## src/sv/nsf_pkg.sv

```systemverilog
package nsf_pkg;

   localparam int MAX_TYPE_CHARS    = 6;
   localparam int MAX_PAYLOAD_CHARS = 100;

   localparam int TypeCntW = $clog2(MAX_TYPE_CHARS + 1);
   localparam int PayCntW  = $clog2(MAX_PAYLOAD_CHARS + 1);

   localparam int ByteW    = 8;
   localparam int EventW   = 3;
   localparam int PosW     = 7;
   localparam int TypeLenW = 3;
   localparam int PayLenW  = 7;

   localparam logic [ByteW-1:0] CH_DOLLAR = 8'h24;
   localparam logic [ByteW-1:0] CH_COMMA  = 8'h2C;
   localparam logic [ByteW-1:0] CH_STAR   = 8'h2A;

   typedef enum logic [EventW-1:0] {
      EV_IGNORED      = 3'd0,
      EV_START        = 3'd1,
      EV_TYPE_CHAR    = 3'd2,
      EV_PAYLOAD_CHAR = 3'd3,
      EV_COMPLETE     = 3'd4,
      EV_DROPPED      = 3'd5
   } event_type;

   typedef enum logic [1:0] {
      MODE_HUNT    = 2'd0,
      MODE_TYPE    = 2'd1,
      MODE_PAYLOAD = 2'd2
   } mode_type;

   typedef struct packed {
      mode_type            mode;
      logic [TypeCntW-1:0] type_count;
      logic [PayCntW-1:0]  payload_count;
   } parse_state_type;

   typedef struct packed {
      event_type           event_kind;
      logic [PosW-1:0]     store_position;
      logic [ByteW-1:0]    store_byte;
      logic [TypeLenW-1:0] type_length;
      logic [PayLenW-1:0]  payload_length;
   } result_type;

endpackage

```

## src/sv/nsf_step.sv

```systemverilog
module nsf_step (
   input  nsf_pkg::parse_state_type cur_state,
   input  logic [7:0]               in_byte,
   output nsf_pkg::parse_state_type next_state,
   output nsf_pkg::result_type      result
);
   import nsf_pkg::*;

   logic type_full;
   logic pay_full;

   assign type_full = (cur_state.type_count >= TypeCntW'(MAX_TYPE_CHARS));
   assign pay_full  = (cur_state.payload_count >= PayCntW'(MAX_PAYLOAD_CHARS));

   always_comb begin
      next_state = cur_state;
      result     = '0;
      result.event_kind = EV_IGNORED;
      unique case (cur_state.mode)
         MODE_TYPE: begin
            priority if (in_byte == CH_COMMA) begin
               // comma is consumed, even on a full type
               next_state.mode          = MODE_PAYLOAD;
               next_state.payload_count = '0;
            end else if (type_full) begin
               next_state.mode       = MODE_HUNT;
               next_state.type_count = '0;
               result.event_kind     = EV_DROPPED;
            end else if (in_byte == CH_STAR) begin
               next_state.mode    = MODE_HUNT;
               result.event_kind  = EV_COMPLETE;
               result.type_length = TypeLenW'(cur_state.type_count);
            end else begin
               next_state.type_count = cur_state.type_count + 1'b1;
               result.event_kind     = EV_TYPE_CHAR;
               result.store_position = PosW'(cur_state.type_count);
               result.store_byte     = in_byte;
            end
         end
         MODE_PAYLOAD: begin
            priority if (in_byte == CH_STAR) begin
               next_state.mode       = MODE_HUNT;
               result.event_kind     = EV_COMPLETE;
               result.type_length    = TypeLenW'(cur_state.type_count);
               result.payload_length = PayLenW'(cur_state.payload_count);
            end else if (pay_full) begin
               next_state.mode          = MODE_HUNT;
               next_state.payload_count = '0;
               result.event_kind        = EV_DROPPED;
            end else begin
               next_state.payload_count = cur_state.payload_count + 1'b1;
               result.event_kind        = EV_PAYLOAD_CHAR;
               result.store_position    = PosW'(cur_state.payload_count);
               result.store_byte        = in_byte;
            end
         end
         default: begin
            // hunt, and the unused mode code
            if (in_byte == CH_DOLLAR) begin
               next_state.mode       = MODE_TYPE;
               next_state.type_count = '0;
               result.event_kind     = EV_START;
            end else begin
               next_state.mode = MODE_HUNT;
            end
         end
      endcase
   end

endmodule

```

## src/sv/nmea_sentence_framer.sv

```systemverilog
// A request passes through the input register, then the result register.
// Throughput: one request per cycle while rsp_ready is high; the framing state updates as
// a request moves from the input register into the result register.
// Reset (synchronous, active high): both stages empty, hunting for '$',
// type and payload counters cleared.
module nmea_sentence_framer (
   input  logic                          clock,
   input  logic                          reset,
   input  logic                          req_valid,
   output logic                          req_ready,
   input  logic [nsf_pkg::ByteW-1:0]     req_in_byte,
   output logic                          rsp_valid,
   input  logic                          rsp_ready,
   output logic [nsf_pkg::EventW-1:0]    rsp_event_kind,
   output logic [nsf_pkg::PosW-1:0]      rsp_store_position,
   output logic [nsf_pkg::ByteW-1:0]     rsp_store_byte,
   output logic [nsf_pkg::TypeLenW-1:0]  rsp_type_length,
   output logic [nsf_pkg::PayLenW-1:0]   rsp_payload_length
);
   import nsf_pkg::*;

   logic             in_valid_ff;
   logic             in_valid_in;
   logic [ByteW-1:0] in_byte_ff;
   logic             out_valid_ff;
   logic             out_valid_in;
   result_type       out_ff;
   parse_state_type  state_ff;
   parse_state_type  state_next;
   result_type       step_result;
   logic             advance;

   nsf_step u_step (
      .cur_state  (state_ff),
      .in_byte    (in_byte_ff),
      .next_state (state_next),
      .result     (step_result)
   );

   // advance the input stage when the result register is free or being drained
   assign advance      = in_valid_ff && (!out_valid_ff || rsp_ready);
   assign req_ready    = !in_valid_ff || advance;
   assign in_valid_in  = (req_valid && req_ready) || (in_valid_ff && !advance);
   assign out_valid_in = advance || (out_valid_ff && !rsp_ready);

   always_ff @(posedge clock) begin
      if (reset) begin
         in_valid_ff  <= 1'b0;
         out_valid_ff <= 1'b0;
         state_ff     <= '{mode: MODE_HUNT, type_count: '0, payload_count: '0};
      end else begin
         in_valid_ff  <= in_valid_in;
         out_valid_ff <= out_valid_in;
         if (advance) begin
            state_ff <= state_next;
         end
      end
   end

   always_ff @(posedge clock) begin
      if (req_valid && req_ready) begin
         in_byte_ff <= req_in_byte;
      end
      if (advance) begin
         out_ff <= step_result;
      end
   end

   assign rsp_valid          = out_valid_ff;
   assign rsp_event_kind     = out_ff.event_kind;
   assign rsp_store_position = out_ff.store_position;
   assign rsp_store_byte     = out_ff.store_byte;
   assign rsp_type_length    = out_ff.type_length;
   assign rsp_payload_length = out_ff.payload_length;

   a_type_bound: assert property (@(posedge clock) disable iff (reset)
      state_ff.type_count <= TypeCntW'(MAX_TYPE_CHARS))
      else $error("type counter beyond limit");

   a_pay_bound: assert property (@(posedge clock) disable iff (reset)
      state_ff.payload_count <= PayCntW'(MAX_PAYLOAD_CHARS))
      else $error("payload counter beyond limit");

   a_start: assert property (@(posedge clock) disable iff (reset)
      advance && state_ff.mode == MODE_HUNT && in_byte_ff == CH_DOLLAR
      |=> state_ff.mode == MODE_TYPE && state_ff.type_count == '0
          && out_ff.event_kind == EV_START)
      else $error("start character did not enter type mode");

   a_no_loss: assert property (@(posedge clock) disable iff (reset)
      out_valid_ff && !rsp_ready |=> out_valid_ff && !$past(advance))
      else $error("result overwritten while stalled");

endmodule
```

## config.mk

```make
export PLATFORM = sky130hd
export DESIGN_NAME = nmea_sentence_framer
export DESIGN_NICKNAME = d
export VERILOG_FILES = /design/src/sv/nsf_pkg.sv /design/src/sv/nsf_step.sv /design/src/sv/nmea_sentence_framer.sv
export SDC_FILE = /design/constraint.sdc
export NUM_CORES = 1
export LEC_CHECK = 0
export BUFFER_PORTS_ARGS = -buffer_cell sky130_fd_sc_hd__buf_4
export CAP_MARGIN = 0
export CORE_MARGIN = 2
export CORE_UTILIZATION = 55
export DETAILED_ROUTE_END_ITERATION = 6
export GPL_TIMING_DRIVEN = 0
export MAX_ROUTING_LAYER = met4
export PLACE_DENSITY = 0.85
export SLEW_MARGIN = 20
export SYNTH_ARGS = -nofsm -noshare
export SYNTH_HDL_FRONTEND = slang
export SYNTH_SLANG_ARGS = --single-unit
```

## constraint.sdc

```tcl
create_clock -name clock -period 3.6 [get_ports clock]
set_clock_uncertainty 0.1 [all_clocks]
set_input_delay 0.72 -clock clock [delete_from_list [all_inputs] [get_ports clock]]
set_output_delay 0.72 -clock clock [all_outputs]
set_load 0.01 [all_outputs]
```

**Word level (Yosys, flattened, before mapping)**

Index checks and enable logic that the tools add are counted.

- Register bits: 50
- Input bits: 12
- Output and inout bits: 30
- Word-level logic and storage cells: 74

- $add $sub $neg: 2
- Magnitude comparators: 2
- Equal/unequal tests: 11
- Multiplexer cells: 29
- Bitwise gates (word level): 1
- Reduce and logical (&&, ||, !) cells: 18

Operators by type and width:

| kind | count |
|---|---|
| one-hot mux 18 bit (2 select lines) | 1 |
| 2-to-1 mux 15 bit | 2 |
| == test 8 x 6 -> 1 bit, second input constant | 3 |
| 2-to-1 mux 3 bit | 8 |
| 2-to-1 mux 21 bit | 1 |
| 2-to-1 mux 7 bit | 3 |
| 2-to-1 mux 18 bit | 1 |
| one-hot mux 7 bit (2 select lines) | 1 |
| one-hot mux 3 bit (2 select lines) | 2 |
| 2-to-1 mux 11 bit | 1 |
| 2-to-1 mux 10 bit | 1 |
| 2-to-1 mux 2 bit | 4 |
| adder 7 x 1 -> 7 bit, second input constant | 1 |
| >= comparator 7 bit, second input constant | 1 |
| 2-to-1 mux 5 bit | 1 |
| AND reduction 5 bit | 1 |
| logical AND 1 bit | 4 |
| zero test 1 bit | 4 |
| logical OR 1 bit | 4 |
| inequality test 2 bit, second input constant | 2 |
| inequality test 4 x 1 -> 1 bit, second input constant | 1 |
| one-hot mux 2 bit (2 select lines) | 1 |
| AND reduction 4 bit | 1 |
| nonzero test 2 bit | 2 |
| other kinds (11) | 12 |

**Depth between registers and ports, before layout**

- Depth after elaboration: 6
- Gate-level depth with buffers: 7

**Hierarchy**

From an unflattened synthesis, not the netlist that was laid out.

- Cell total of the unflattened synthesis: 236
- Area total of the unflattened synthesis: 2648.8 µm²

By module, submodules not included:

| module | instances | cells each | area an instance (µm²) |
|---|---|---|---|
| nmea_sentence_framer | 1 | 98 | 1717.9 |
| nsf_step | 1 | 138 | 930.9 |

**Worst setup path after synthesis**

Ideal clock, no wire load.

- Path kind: input to register
- Start point: in rsp_ready
- End point: reg state_ff[11] in the netlist's numbering
- Setup time: 116 ps
- Data arrival time: 2702 ps
- Slack: 682 ps
- Stages on the path: 4
- Path buffers: 0
- Cell sequence: nor2b_1 > nor2b_1 > o21ai_1 > a31o_2

- Word-level cells in the longest chain between the ends: 3

RTL lines:

| element | RTL line | RTL |
|---|---|---|
| start, declared | nmea_sentence_framer.sv:13 | `input logic rsp_ready,` |
| logical OR 1 bit | nmea_sentence_framer.sv:41 | `assign advance = in_valid_ff && (!out_valid_ff \|\| rsp_ready);` |
| logical AND 1 bit | nmea_sentence_framer.sv:41 |  |
| named net advance | nmea_sentence_framer.sv:31 | `logic advance;` |
| AND reduction 3 bit (no source line) | - |  |
| end signal, assigned | nmea_sentence_framer.sv:50 | `state_ff <= '{mode: MODE_HUNT, type_count: '0, payload_count: '0};` |
| end signal, assigned | nmea_sentence_framer.sv:55 | `state_ff <= state_next;` |
| end, declared | nmea_sentence_framer.sv:28 | `parse_state_type state_ff;` |

The timed path passes the listed nets, and every way through them passes these cells.
A chain may end at the register's enable or synchronous reset.

==> flow_summary.yaml <==
sta:
  tns_ns: 0
  final.period_utilization_pct: 66.6
  fmax_mhz: 417
  drv_slew: 0
  worstMarginPinSlew_ns: 0.787
  rsz0062_at_grt: "no"
  whs_ns: 0.406
  hold_viol_final: 0
  slew_headroom_pct: 47.4
  period_minus_slack_ns: 2.40
  setup_violations: 0
place:
  gp_congestion: 0.896
  dp_hpwl_um: 3110
  dpl-instance-area_um2: 2670
  portBuffers: 41
floorplanning:
  initial_core_util_pct: 57.3
  chipWidth_um: 68.6
  fp-row-count: 23
  die-area_um2: 4700
  core_um2: 4000
  ioPinCount: 42
  die_y_um: 68.6
setup_path:
  critPathLaunchType: "flop"
  cp_max_fo: 6
  arrival_ns: 2.47
  path_class: "flop to flop"
  cp-end-kind: "flop"
  required_ns: 3.67
final_layout:
  final_nets: 258
  drive_above_1_share_pct: 25.3
  final_cell_area_um2: 2770
  antenna_cells: 0
  layout_commonest_cell: "buf_4"
  area_delta_synth_final_pct: 20.6
  final_cell_mix: "buf_4, edfxtp_1, dfxtp_1"
logic_synthesis:
  ys_top_cells_by_area: "edfxtp_1, dfxtp_1, and2_1"
  synthCells: 192
  yosysUniqueCellTypes: 45
  synth_nets: 210
  ys_seq_area_share_pct: 59.4
  synth_area_leader_cell: "edfxtp_1"
  yosys_register_bits: 50
  syn_avg_cell_area_um2: 11.9
  syn_area_um2: 2290
  yosysWarnings: 0
  synth_top_cell_area_share_pct: 47.1
route:
  ant_nets: 0
  drtIter0Drc: 201
  drc_errors: 0
  vias: 1686
  wl_per_cell_um: 15.1
  first_pass_iters: 4
  wl_um: 4400
  vias_per_cell: 5.79
power_and_ir_drop:
  power.density_nw_per_um2: 375
  power_mw: 1.04
  p_leak_nw: 1.04
  ir_drop_mv: 0.287
clock_network:
  clk_pin_slew_ns: 0.09
  h-tree-depth: 2
  post_cts_buffers: 0
  cts_tree: "done"
  ctsResizeCount: 0
  cts_root_buf: "clkbuf_8"
  cts_buffers: 5
  insertion_delay_ns: 0.30
  clockBufferDepth: 2
  clkSinkCount: 50
  cts_hold_buf: 0
global_route:
  grt_usage_pct: 21.0
  grt_antenna_before_repair: 0
  first_global_vias: 1521
  grt_pass1_wl_um: 6980
  grt_max_degree: 30
  grt.overflow.total: 0
worst_hold_path:
  hold_class: "flop to flop"
status:
  outcome: "finished, final reports clean"
flow_run:
  maxCapViolations: 0
[cells by family after synthesis]
| family | after synthesis | share of synthesized area, % |
|---|---|---|
| simple gates | 81 | 20.4 |
| flops | 50 | 59.4 |
| compound gates | 35 | 12.5 |
| buf+inv | 18 | 3.60 |
| fa+ha+maj | 6 | 3.27 |
| xor+xnor | 1 | 0.382 |
| mux | 1 | 0.436 |
[metal layers]
layer,part of all wire [%],GRT usage [%]
met5,0,-
met4,2.2,8.50
met3,6.3,4.38
met2,49,33.3
met1,42,26.4
[synthesized netlist by cell type, drive strengths merged]
master,number
a211o,2
o21ai,2
xor2,1
nor2b,4
nand2,13
a31o,1
o32ai,2
o311ai,1
a211oi,1
a22o,3
nand4b,1
and2,13
a311oi,1
and3,10
nor3b,2
nand2b,3
a31oi,2
o21a,3
o211ai,1
nand3,7
inv,11
nor2,9
o221ai,1
o22ai,1
mux2i,1
nor3,8
or3,4
and4bb,1
clkbuf,5
o41ai,3
dfxtp,14
a21oi,8
nor4,4
ha,6
o31a,1
edfxtp,36
buf,2
o31ai,2
nand4,2
[stage by stage]
stage               instances  worst slack [ns]  utilization (%)
detailed placement        283              1.24             66.8
floorplan                 192             0.682                -
finish                    291              1.20             69.2
global placement          283            0.0688             66.6
global route              291              1.01             69.2
CTS                       291              1.23             69.2
[critical path: stages, from the launching register on]
cell and delay (ns):
dfxtp_1 0.40, inv_1 0.08, ha_1 0.20, o21ai_0 0.41
nand2_1 0.28, o21a_1 0.28, nor3_1 0.32, and2_1 0.20
[sequential cells by signal, summed over array words and instances (netlist names)]
| name | flops |
|---|---|
| rsp_payload_length | 7 |
| rsp_store_byte | 8 |
| rsp_event_kind | 3 |
| rsp_type_length | 3 |
| state_ff | 12 |
| in_byte_ff | 8 |
| in_valid_ff | 1 |
| rsp_store_position | 7 |
| rsp_valid | 1 |
[power breakdown]
group          switching, mW  internal [mW]  total, mW  leakage [nW]
logic                 0.0329         0.0284     0.0613         0.527
clock network          0.180          0.155      0.334        0.0472
registers            0.00878          0.633      0.642         0.463
[worst paths after layout]
kind                                    from  slack [ns]           endpoint  cells past startpoint
worst min-delay path            state_ff[10]        0.41       state_ff[10]                      2
worst max register to register   state_ff[7]        1.20  rsp_store_byte[5]                      7
worst min register to register  state_ff[10]        0.41       state_ff[10]                      2
worst max-delay path             state_ff[7]        1.20  rsp_store_byte[5]                      7
[area by class of cell]
cell class,count,area (um^2)
fillers,279,1230
clock inverters,2,12.5
clock buffers,6,82.6
plain buffers,7,41.3
inverters,11,41.3
repair buffers,41,308
flip-flops and latches,50,1360
well taps,50,62.6
multi-input cells,124,857
Power figures use the tool's default switching activity.
